`config.mk`:
```
export PLATFORM = sky130hd
export DESIGN_NAME = time_zone_window_matcher_top
export DESIGN_NICKNAME = d
export VERILOG_FILES = /design/src/tzwm_pkg.sv /design/src/time_zone_window_matcher_top.sv /design/src/tzwm_ctrl.sv /design/src/tzwm_dp.sv
export SDC_FILE = /design/constraint.sdc
export NUM_CORES = 2
export LEC_CHECK = 0
export BUFFER_PORTS_ARGS = -buffer_cell sky130_fd_sc_hd__buf_2
export CORE_MARGIN = 10
export CORE_UTILIZATION = 40
export CTS_CLUSTER_DIAMETER = 60
export CTS_CLUSTER_SIZE = 16
export DETAILED_ROUTE_END_ITERATION = 16
export GPL_TIMING_DRIVEN = 0
export HOLD_SLACK_MARGIN = 0.08
export PLACE_DENSITY_LB_ADDON = 0.15
export SYNTH_ARGS = -nofsm -noshare
export SYNTH_HDL_FRONTEND = slang
export SYNTH_SLANG_ARGS = --single-unit
```
`constraint.sdc`:
```
create_clock -name clk_i -period 4.7 [get_ports clk_i]
set_input_delay 0.235 -clock clk_i [delete_from_list [all_inputs] [get_ports clk_i]]
set_output_delay 0.235 -clock clk_i [all_outputs]
set_load 0.05 [all_outputs]
```
`src/tzwm_pkg.sv`:
```
// ----------------------------------------------------------------------------
// tzwm_pkg
// Shared types, constants and span checks for the time zone window matcher.
// ----------------------------------------------------------------------------
package tzwm_pkg;

  localparam int unsigned ZONE_COUNT_DEF     = 32;
  localparam int unsigned SPANS_PER_ZONE_DEF = 4;

  localparam logic [6:0] NEVER_ID  = 7'd0;
  localparam logic [6:0] ALWAYS_ID = 7'd99;

  localparam logic MODE_WRITE = 1'b0;
  localparam logic MODE_QUERY = 1'b1;

  localparam logic [5:0] MAX_HOUR    = 6'd23;
  localparam logic [5:0] MAX_MINUTE  = 6'd59;
  localparam logic [5:0] END_OF_DAY  = 6'd24;

  localparam int unsigned IN_DATA_W  = 48;
  localparam int unsigned OUT_DATA_W = 8;

  // one stored span, start hour in the low bits
  typedef struct packed {
    logic [5:0] em;
    logic [5:0] eh;
    logic [5:0] sm;
    logic [5:0] sh;
  } span_t;

  // controller -> datapath
  typedef struct packed {
    logic clr_en;    // write zero at clear pointer, advance it
    logic accept;    // input item taken this cycle
    logic rd_en;     // read next span of the captured zone
    logic load_out;  // latch result into output register
  } cmd_t;

  // datapath -> controller
  typedef struct packed {
    logic clr_last;   // clear pointer at last entry
    logic span_last;  // span pointer at last span of zone
    logic tbl_query;  // incoming item is a query on a table zone
  } sts_t;

  function automatic logic span_null(input span_t s);
    return (s.sh == '0) && (s.sm == '0) && (s.eh == '0) && (s.em == '0);
  endfunction

  function automatic logic span_valid(input span_t s);
    logic ok;
    ok = 1'b1;
    if ((s.sh > MAX_HOUR) || (s.sm > MAX_MINUTE) || (s.em > MAX_MINUTE)) ok = 1'b0;
    if ((s.eh > MAX_HOUR) && ((s.eh != END_OF_DAY) || (s.em != '0))) ok = 1'b0;
    if (s.sh != s.eh) begin
      if (!(s.sh < s.eh)) ok = 1'b0;
    end else begin
      if (!(s.sm < s.em)) ok = 1'b0;
    end
    return ok;
  endfunction

  function automatic logic span_holds(input span_t s, input logic [5:0] h,
                                      input logic [5:0] m);
    logic hit;
    hit = 1'b1;
    if ((h < s.sh) || (h > s.eh)) hit = 1'b0;
    if ((h == s.sh) && (m < s.sm)) hit = 1'b0;
    if ((h == s.eh) && (m >= s.em)) hit = 1'b0;
    return hit;
  endfunction

endpackage

```
`src/time_zone_window_matcher_top.sv`:
```
// Sequence: a query on a table zone goes from accept through ST_READ, one span read
//   per span, then ST_DRAIN and ST_DONE; writes and queries on ids 0, 99 or illegal
//   ids go from accept straight to ST_DONE, which waits for a free output register.
// Flow: a new item is taken only in ST_IDLE; the single-port span table delivers one
//   span per cycle. Reset: the table is cleared one entry per cycle, every entry in
//   turn, with s_axis_tready held low.
// ----------------------------------------------------------------------------
// time_zone_window_matcher_top
// Zone table of start/end spans; writes store a span, queries test a time.
// ----------------------------------------------------------------------------
module time_zone_window_matcher_top #(
  parameter int unsigned ZONE_COUNT     = tzwm_pkg::ZONE_COUNT_DEF,
  parameter int unsigned SPANS_PER_ZONE = tzwm_pkg::SPANS_PER_ZONE_DEF
) (
  input  logic                             clk_i,
  input  logic                             rst_ni,
  input  logic                             s_axis_tvalid,
  output logic                             s_axis_tready,
  // zone_id[6:0], span_index[8:7], start_hour[14:9], start_minute[20:15],
  // end_hour[26:21], end_minute[32:27], now_hour[37:33], now_minute[43:38]
  input  logic [tzwm_pkg::IN_DATA_W-1:0]   s_axis_tdata,
  // mode[0]
  input  logic                             s_axis_tuser,
  output logic                             m_axis_tvalid,
  input  logic                             m_axis_tready,
  // in_zone[0], id_ok[1], data_ok[2]
  output logic [tzwm_pkg::OUT_DATA_W-1:0]  m_axis_tdata
);
  import tzwm_pkg::*;

  cmd_t       cmd;
  sts_t       sts;
  logic [2:0] res;

  tzwm_ctrl u_ctrl (
    .clk_i         (clk_i),
    .rst_ni        (rst_ni),
    .s_axis_tvalid (s_axis_tvalid),
    .s_axis_tready (s_axis_tready),
    .m_axis_tvalid (m_axis_tvalid),
    .m_axis_tready (m_axis_tready),
    .sts_i         (sts),
    .cmd_o         (cmd)
  );

  tzwm_dp #(
    .ZONE_COUNT     (ZONE_COUNT),
    .SPANS_PER_ZONE (SPANS_PER_ZONE)
  ) u_dp (
    .clk_i        (clk_i),
    .rst_ni       (rst_ni),
    .s_axis_tdata (s_axis_tdata),
    .s_axis_tuser (s_axis_tuser),
    .cmd_i        (cmd),
    .sts_o        (sts),
    .res_o        (res)
  );

  assign m_axis_tdata = {(OUT_DATA_W - 3)'(0), res};

endmodule

```
`src/tzwm_ctrl.sv`:
```
// ----------------------------------------------------------------------------
// tzwm_ctrl
// Sequencer: table clear after reset, span reads for queries, output handoff.
// ----------------------------------------------------------------------------
module tzwm_ctrl (
  input  logic           clk_i,
  input  logic           rst_ni,
  input  logic           s_axis_tvalid,
  output logic           s_axis_tready,
  output logic           m_axis_tvalid,
  input  logic           m_axis_tready,
  input  tzwm_pkg::sts_t sts_i,
  output tzwm_pkg::cmd_t cmd_o
);
  import tzwm_pkg::*;

  typedef enum logic [2:0] {
    ST_CLEAR,
    ST_IDLE,
    ST_READ,
    ST_DRAIN,
    ST_DONE
  } state_e;

  state_e state_q, state_d;
  logic   out_valid_q, out_valid_d;

  always_comb begin
    state_d         = state_q;
    out_valid_d     = out_valid_q;
    cmd_o           = '0;
    if (out_valid_q && m_axis_tready) out_valid_d = 1'b0;
    case (state_q)
      ST_CLEAR: begin
        cmd_o.clr_en = 1'b1;
        if (sts_i.clr_last) state_d = ST_IDLE;
      end
      ST_IDLE: begin
        if (s_axis_tvalid) begin
          cmd_o.accept = 1'b1;
          state_d      = sts_i.tbl_query ? ST_READ : ST_DONE;
        end
      end
      ST_READ: begin
        cmd_o.rd_en = 1'b1;
        if (sts_i.span_last) state_d = ST_DRAIN;
      end
      ST_DRAIN: state_d = ST_DONE;
      ST_DONE: begin
        // wait until the output register is free
        if (!out_valid_q || m_axis_tready) begin
          cmd_o.load_out = 1'b1;
          out_valid_d    = 1'b1;
          state_d        = ST_IDLE;
        end
      end
      default: state_d = ST_IDLE;
    endcase
  end

  always_ff @(posedge clk_i or negedge rst_ni) begin
    if (!rst_ni) begin
      state_q     <= ST_CLEAR;
      out_valid_q <= 1'b0;
    end else begin
      state_q     <= state_d;
      out_valid_q <= out_valid_d;
    end
  end

  assign s_axis_tready = (state_q == ST_IDLE);
  assign m_axis_tvalid = out_valid_q;

endmodule

```
`src/tzwm_dp.sv`:
```
// ----------------------------------------------------------------------------
// tzwm_dp
// Datapath: span table, item capture, span evaluation and result register.
// ----------------------------------------------------------------------------
module tzwm_dp #(
  parameter int unsigned ZONE_COUNT     = tzwm_pkg::ZONE_COUNT_DEF,
  parameter int unsigned SPANS_PER_ZONE = tzwm_pkg::SPANS_PER_ZONE_DEF
) (
  input  logic                                clk_i,
  input  logic                                rst_ni,
  input  logic [tzwm_pkg::IN_DATA_W-1:0]      s_axis_tdata,
  input  logic                                s_axis_tuser,
  input  tzwm_pkg::cmd_t                      cmd_i,
  output tzwm_pkg::sts_t                      sts_o,
  output logic [2:0]                          res_o
);
  import tzwm_pkg::*;

  localparam int unsigned ZONE_W = (ZONE_COUNT > 1) ? $clog2(ZONE_COUNT) : 1;
  localparam int unsigned SPAN_W = (SPANS_PER_ZONE > 1) ? $clog2(SPANS_PER_ZONE) : 1;
  localparam int unsigned ADDR_W = ZONE_W + SPAN_W;
  localparam int unsigned DEPTH  = ZONE_COUNT * (1 << SPAN_W);

  localparam logic [6:0]        ZONE_LAST_ID = 7'(ZONE_COUNT);
  localparam logic [3:0]        SPAN_LIM     = 4'(SPANS_PER_ZONE);
  localparam logic [SPAN_W-1:0] SPAN_LAST    = SPAN_W'(SPANS_PER_ZONE - 1);
  localparam logic [ADDR_W-1:0] ADDR_LAST    = ADDR_W'(DEPTH - 1);

  // input fields
  logic [6:0] in_id;
  logic [1:0] in_idx;
  span_t      in_span;
  logic [4:0] in_nh;
  logic [5:0] in_nm;

  assign in_id      = s_axis_tdata[6:0];
  assign in_idx     = s_axis_tdata[8:7];
  assign in_span.sh = s_axis_tdata[14:9];
  assign in_span.sm = s_axis_tdata[20:15];
  assign in_span.eh = s_axis_tdata[26:21];
  assign in_span.em = s_axis_tdata[32:27];
  assign in_nh      = s_axis_tdata[37:33];
  assign in_nm      = s_axis_tdata[43:38];

  logic              in_tbl_id;
  logic              in_wr_en;
  logic [ZONE_W-1:0] in_zone;

  assign in_tbl_id = (in_id != NEVER_ID) && (in_id <= ZONE_LAST_ID);
  assign in_wr_en  = (s_axis_tuser == MODE_WRITE) && in_tbl_id && ({2'b00, in_idx} < SPAN_LIM);
  assign in_zone   = ZONE_W'(in_id - 7'd1);

  // captured item
  logic              mode_q;
  logic [6:0]        id_q;
  logic              tbl_id_q;
  logic              wr_span_ok_q;
  logic [ZONE_W-1:0] zone_q;
  logic [4:0]        nh_q;
  logic [5:0]        nm_q;

  // control registers
  logic [ADDR_W-1:0] clr_cnt_q;
  logic [SPAN_W-1:0] span_cnt_q;
  logic              eval_q;
  logic              in_zone_q;
  logic              data_ok_q;

  // table
  span_t             mem [DEPTH];
  span_t             rd_q;
  logic [ADDR_W-1:0] mem_addr;
  logic              mem_we;
  span_t             mem_wdata;

  always_comb begin
    if (cmd_i.clr_en)      mem_addr = clr_cnt_q;
    else if (cmd_i.rd_en)  mem_addr = {zone_q, span_cnt_q};
    else                   mem_addr = {in_zone, SPAN_W'(in_idx)};
  end

  assign mem_we    = cmd_i.clr_en || (cmd_i.accept && in_wr_en);
  assign mem_wdata = cmd_i.clr_en ? span_t'('0) : in_span;

  always_ff @(posedge clk_i) begin
    if (mem_we) mem[mem_addr] <= mem_wdata;
    if (cmd_i.rd_en) rd_q <= mem[mem_addr];
  end

  always_ff @(posedge clk_i) begin
    if (cmd_i.accept) begin
      mode_q       <= s_axis_tuser;
      id_q         <= in_id;
      tbl_id_q     <= in_tbl_id;
      wr_span_ok_q <= span_null(in_span) || span_valid(in_span);
      zone_q       <= in_zone;
      nh_q         <= in_nh;
      nm_q         <= in_nm;
    end
  end

  always_ff @(posedge clk_i or negedge rst_ni) begin
    if (!rst_ni) begin
      clr_cnt_q  <= '0;
      span_cnt_q <= '0;
      eval_q     <= 1'b0;
      in_zone_q  <= 1'b0;
      data_ok_q  <= 1'b1;
    end else begin
      eval_q <= cmd_i.rd_en;
      if (cmd_i.clr_en) clr_cnt_q <= clr_cnt_q + 1'b1;
      if (cmd_i.accept) begin
        span_cnt_q <= '0;
        in_zone_q  <= 1'b0;
        data_ok_q  <= 1'b1;
      end else begin
        if (cmd_i.rd_en) span_cnt_q <= span_cnt_q + 1'b1;
        // evaluate the span read in the previous cycle
        if (eval_q) begin
          if (span_holds(rd_q, {1'b0, nh_q}, nm_q)) in_zone_q <= 1'b1;
          if (!span_null(rd_q) && !span_valid(rd_q)) data_ok_q <= 1'b0;
        end
      end
    end
  end

  // result: bit 0 in_zone, bit 1 id_ok, bit 2 data_ok
  logic [2:0] res_d;
  logic [2:0] res_q;

  always_comb begin
    res_d = 3'b000;
    if (mode_q == MODE_WRITE) begin
      res_d = {wr_span_ok_q, tbl_id_q, 1'b0};
    end else if (id_q == NEVER_ID) begin
      res_d = 3'b110;
    end else if (id_q == ALWAYS_ID) begin
      res_d = 3'b111;
    end else if (tbl_id_q) begin
      res_d = {data_ok_q, 1'b1, in_zone_q};
    end
  end

  always_ff @(posedge clk_i) begin
    if (cmd_i.load_out) res_q <= res_d;
  end

  assign res_o           = res_q;
  assign sts_o.clr_last  = (clr_cnt_q == ADDR_LAST);
  assign sts_o.span_last = (span_cnt_q == SPAN_LAST);
  assign sts_o.tbl_query = (s_axis_tuser == MODE_QUERY) && in_tbl_id;

endmodule
```
After elaboration in Yosys (flattened, before gate mapping)
Memories as Yosys holds them, arrays and structs flattened. A register that Yosys moved wholly into a read port is not among the register bits.
Cells that the tools add are included.
{"block": "totals", "ff_bits": 45, "mem_bits_rw": 3072, "input_bits": 53, "word_cells": 156, "memories": 1}
{"memory": "u_dp.mem", "words": 128, "word_bits": 24, "rd": 1, "rd_ports_with_merged_regs": 1, "write_ports": 1, "line": "tzwm_dp.sv:70", "text": "span_t mem [DEPTH];"}
{"block": "op_classes", "addsub": 3, "n_lt_le_gt_ge": 17, "eq_ne": 17, "n_mux": 50, "bitwise": 2, "reduce_logical": 50}
{"cell": "zero test 6 bit", "count": 8}
{"cell": "two-way mux 1 bit", "count": 35}
{"cell": "< comparator 6 bit", "count": 5}
{"cell": "two-way mux 3 bit", "count": 9}
{"cell": "greater-than comparator 6 x 5 -> 1 bit, second input constant", "count": 4}
{"cell": "greater-than comparator 6 bit, second input constant", "count": 4}
{"cell": "two-way mux 24 bit", "count": 1}
{"cell": "logical AND 1 bit", "count": 16}
{"cell": "case mux 3 bit (5 select lines)", "count": 1}
{"cell": "== test 7 bit, second input constant", "count": 2}
{"cell": "two-way mux 7 bit", "count": 2}
{"cell": "== test 5 x 6 -> 1 bit", "count": 2}
{"cell": "inequality test 6 x 5 -> 1 bit, second input constant", "count": 2}
{"cell": "inequality test 6 bit", "count": 2}
{"cell": "nonzero test 6 bit", "count": 2}
{"cell": "logical OR 1 bit", "count": 10}
{"cell": "nonzero test 2 bit", "count": 4}
{"cell": "adder 7 x 1 -> 7 bit, second input constant", "count": 1}
{"cell": "less-or-equal comparator 7 x 6 -> 1 bit, second input constant", "count": 1}
{"cell": "zero test 7 bit", "count": 1}
{"cell": "nonzero test 7 bit", "count": 1}
{"cell": "== test 3 x 2 -> 1 bit, second input constant", "count": 2}
{"cell": ">= comparator 6 bit", "count": 1}
{"cell": "greater-than comparator 5 x 6 -> 1 bit", "count": 1}
{"cell": "other kinds (15)", "count": 22}

Logic depth before layout (Yosys ltp)
{"block": "depth", "depth_word": 14, "mapped_depth": 16, "mapped_depth_nobuf": 10}

Modules after synthesis
A second synthesis with hierarchy kept.
{"block": "unflattened", "hier_cells": 9088, "hier_area_um2": 124848.5}
{"module": "tzwm_dp", "instances": 1, "cells_per_inst": 9059, "area_each_um2": 124590.7, "seq_area_each_um2": 94141.5}
{"module": "tzwm_ctrl", "instances": 1, "cells_per_inst": 23, "area_each_um2": 216.5, "seq_area_each_um2": 100.1}
{"module": "time_zone_window_matcher_top", "instances": 1, "cells_per_inst": 6, "area_each_um2": 41.3, "seq_area_each_um2": 0.0}

Least setup slack after synthesis
No wires, ideal clock.
{"block": "synth_path", "path_kind": "flip-flop to flip-flop", "from": "register u_ctrl.state_q[1]", "to": "memory u_dp.mem[0][10] (netlist bit), data pin", "arrival_ps": 4283, "required_time_ps": 3875, "path_slack_ps": -408, "path_stages_with_launch": 6, "cell_sequence": "dfrtp_1 buf_2 clkbuf_1 nor2_1 clkbuf_1 nor2b_1"}
{"element": "start, declared", "line": "tzwm_ctrl.sv:25", "text": "state_e state_q, state_d;"}
{"element": "start signal, assigned", "line": "tzwm_ctrl.sv:66", "text": "state_q <= state_d;"}
{"element": "end, declared", "line": "tzwm_dp.sv:70"}

Worst setup path after layout
{"block": "layout_path", "from": "register u_ctrl.state_q[0]", "to": "register, netlist name u_dp.rd_q[21]"}
{"block": "layout_via", "elab_chain_cells": 4, "elab_cells_between_ends": 6, "cone_classes": "eq/ne (1); mux (4); reduce/logical (1)"}
{"element": "== test 3 x 2 -> 1 bit", "line": "tzwm_ctrl.sv:33", "text": "case (state_q)"}
{"element": "two-way mux 1 bit", "line": "tzwm_ctrl.sv:33"}
{"element": "two-way mux 7 bit", "line": "tzwm_dp.sv:78", "text": "else if (cmd_i.rd_en) mem_addr = {zone_q, span_cnt_q};"}
{"element": "two-way mux 7 bit", "line": "tzwm_dp.sv:77", "text": "if (cmd_i.clr_en) mem_addr = clr_cnt_q;"}
Several ways; a longest one is shown, not always the timed one.
A chain may end at the register's enable or synchronous reset.

==> flow_metrics.env <==
export IMPL_status="complete, but fails checks"
export IMPL_violations="negative setup slack"
export IMPL_cp_cell_sequence="buf_2 > nor2_4 > mux2i_2 > nand2_1 > nor2_4 > clkbuf_2 > nand3_1 > nand3_1 > a2111oi_1 > buf_2 > o31ai_1"
export IMPL_yosysSeqAreaShare_pct=76.9
export IMPL_wl_per_cell_um=33.3
export IMPL_hold_end="u_dp.zone_q[0]"
export IMPL_slowest_stage="mux2i_2"
export IMPL_yosysTopAreaCellShare_pct=76.6
export IMPL_yosysTopAreaCell="edfxtp_1"
export IMPL_slew_headroom_pct=9.16
export IMPL_portBuffers=53
export IMPL_powerDensity_nw_per_um2=675
export IMPL_use_met3_pct=4.99
export IMPL_htreeDepth=4
export IMPL_ys_types=59
export IMPL_dp_hpwl_mm=283
export IMPL_critical_path_reg2reg_endpoint="u_dp.rd_q[21]"
export IMPL_hold_ws_ns=0.191
export IMPL_arrival_ns=5.46
export IMPL_core_um2=305000
export IMPL_antenna_found_initial=25
export IMPL_grt_pass1_vias=69778
export IMPL_path_max_fanout=10
export IMPL_overflow=0
export IMPL_cts_root_buffer="clkbuf_16"
export IMPL_period_needed_ns=4.84
export IMPL_maxCapViolations=0
export IMPL_crit_type="flip-flop to flip-flop"
export IMPL_drc=0
export IMPL_grt_max_degree=47
export IMPL_cp_num_buf_inv=3
export IMPL_post_route_period_util_pct=103
export IMPL_grt_busiest_layer="met2"
export IMPL_syn_avg_cell_area_um2=16.2
export IMPL_setup_reg_to_reg_worst_slack_ns=-0.14
export IMPL_antenna_left=0
export IMPL_synth_area_top_cells="edfxtp_1, mux4_2, nand2_1"
export IMPL_synth_edff_count=3125
export IMPL_hold_start="s_axis_tdata[0]"
export IMPL_yosys_warnings=0
export IMPL_p_leak_nw=46.0
export IMPL_first_pass_iters=6
export IMPL_clock_fmax_ghz=0.207
export IMPL_cts_buffers=244
export IMPL_die_area_um2=329000
export IMPL_drt_total_wl_mm=412
export IMPL_worst_pin_slew_ns=1.36
export IMPL_io_pins=63
export IMPL_cts_buffer_depth=4
export IMPL_min_path_cells=3
export IMPL_crit_path_end_kind="flip-flop"
export IMPL_p_total_w=0.0960
export IMPL_syn_inst=7546
export IMPL_ir_drop_uv=405
export IMPL_hold_viol=0
export IMPL_synth_most_common_cell="edfxtp_1"
export IMPL_clkTransAtPathRegs_ns=0.08
export IMPL_row_count=203
export IMPL_grt_use_met1_pct=34.1
export IMPL_nets=8263
export IMPL_cp_start_kind="flip-flop"
export IMPL_reg2reg_depth=11
export IMPL_clock_sinks=3141
export IMPL_r2r_start="u_ctrl.state_q[0]"
export IMPL_synth_seq_cells=3141
export IMPL_synth_main_ff_cell="edfxtp_1"
export IMPL_crit_required_ns=5.33
export IMPL_netlist_area_um2=123000
export IMPL_final_util_pct=46.6
export IMPL_hp_class="input pin to flip-flop"
export IMPL_crit_path_max_incr_delay_ns=0.77
export IMPL_grt_pass1_wl_mm=564
export IMPL_setup_violations_final=94
export IMPL_gp_routability_congestion=0.933
export IMPL_vias_per_cell=5.85
export IMPL_synthArstFlopShare_pct=0.509
export IMPL_dr_first_iter_drc_count=10211
export IMPL_num_vias=72548
export IMPL_finClkSkew_ns=0.0911
export IMPL_die_w_um=573
export IMPL_tritoncts="done"
export IMPL_synthTopCellsByCount="edfxtp_1, nand2_1, nand3_1"
export IMPL_clock_latency_ns=0.95
export IMPL_final_setup_worst_slack_ns=-0.135
export IMPL_cp_top_family="simple AND/OR/NAND/NOR gates"
export IMPL_met2_usage_pct=37.8
export IMPL_initial_utilization_pct=40.1
export IMPL_slew_violations=0
export IMPL_grt_usage_pct=24.2
export IMPL_rsz0062_at_grt="true"
export IMPL_die_h_um=573
export IMPL_layout_drive_gt1_share_pct=17.8
export IMPL_syn_to_final_growth_pct=16.1
through the flow:
step / instance area, um2 / TNS [ns] / cells / setup WS [ns]
6_report: 142000 / -5.98 / 12393 / -0.135
5_1_grt: 142000 / -3.93 / 12383 / -0.0792
3_5_place_dp: 132000 / -3899.76 / 11877 / -1.88
4_1_cts: 142000 / -0.557 / 12372 / -0.0701
3_3_place_gp: 128000 / - / 11703 / -8.40
2_1_floorplan: 123000 / -1217.37 / 7550 / -0.408
final cells by class:
class / instances / area, um2
fill: 26382 / 163000
sequential: 3141 / 94200
multi-input combinational: 3956 / 28400
clock buffer: 278 / 6300
tap: 4100 / 5130
timing repair buffer: 330 / 4720
buffer: 449 / 2350
clock inverter: 87 / 952
inverter: 41 / 154
antenna: 11 / 27.5
layout by cell type, fill, tap and decap left out, types with 26 or more instances in the layout:
cell | netlist | layout
nand3_1 | 858 | 842
a21oi_1 | 113 | 112
nand2_1 | 1638 | 1634
dlygate4sd3_1 | 0 | 72
buf_8 | 0 | 31
a22oi_1 | 119 | 103
mux2i_1 | 84 | 81
clkbuf_2 | 0 | 47
buf_16 | 0 | 27
a31oi_1 | 168 | 168
inv_1 | 40 | 39
edfxtp_1 | 3125 | 3125
buf_12 | 0 | 119
clkbuf_16 | 0 | 246
buf_4 | 17 | 57
buf_2 | 121 | 153
ha_1 | 47 | 47
nor2_4 | 1 | 162
mux4_2 | 384 | 384
nor2_1 | 189 | 45
buf_1 | 38 | 30
buf_6 | 19 | 28
nand4_1 | 64 | 64
nor2_2 | 2 | 26
clkbuf_1 | 258 | 228
kinds of logic (layout without fill, tap and decap cells):
group,count (synthesis),count (layout),synth area share (%)
buffers and inverters,494,1185,1.81
XOR/XNOR,11,11,0.0786
other,1,16,0.00306
flip-flops,3141,3141,76.9
adder cells (fa/ha/maj),47,47,0.480
AND/OR/NAND/NOR,2813,2854,9.76
multiplexers,473,473,7.80
AO/OA/AOI/OAI,566,566,3.15
worst max-delay path by stage:
stage | startpoint | endpoint | slack (ns) | depth (start not counted)
4_1_cts | u_ctrl.state_q[0] | u_dp.mem[54][15] | -0.07 | 13
3_3_place_gp | u_ctrl.state_q[1] | u_dp.mem[48][6] | -8.40 | 5
3_5_place_dp | u_ctrl.state_q[0] | u_dp.mem[66][13] | -1.88 | 11
2_1_floorplan | u_ctrl.state_q[1] | u_dp.mem[0][10] | -0.41 | 5
5_1_grt | u_ctrl.state_q[1] | u_dp.mem[42][5] | -0.08 | 10
6_report | u_ctrl.state_q[0] | u_dp.rd_q[21] | -0.14 | 11
tightest hold or removal path: stages:
cell and delay [ns]:
dlygate4sd3_1 0.53, buf_2 0.16, inv_1 0.10
layer usage:
| metal | wire [um] | vias up |
|---|---|---|
| li1 | - | 30313 |
| met4 | 15400 | 6 |
| met5 | 100 | - |
| met1 | 169000 | 38266 |
| met3 | 38400 | 582 |
| met2 | 189000 | 3381 |
report_power, final:
group	leakage (nW)	total [W]	switching (W)	internal [W]
Clock	3.49	0.0202	0.0101	0.0101
Combinational	13.9	0.0413	0.0300	0.0113
Sequential	28.7	0.0345	0.000240	0.0343
sequential cells by signal, indices dropped and copies added, names as in the netlist, 2 cells and up:
register,count
u_dp.mem,3072
u_dp.nm_q,6
u_dp.nh_q,5
u_dp.span_cnt_q,2
u_dp.clr_cnt_q,7
u_dp.res_o,3
u_ctrl.state_q,3
u_dp.id_q,7
u_dp.rd_q,24
u_dp.zone_q,5
what timing repair did:
| action | 4_1_cts | 5_1_grt |
|---|---|---|
| gates cloned | 39 | 2 |
| hold buffers | 72 | 0 |
| gates resized for setup | 264 | 47 |
| buffers inserted | 22 | 9 |
| endpoints found under the hold margin | 1339 | 0 |
| pin swaps | 71 | 14 |
| setup endpoints to repair | 3096 | 557 |
No activity file was read; power rests on OpenSTA's default activity.
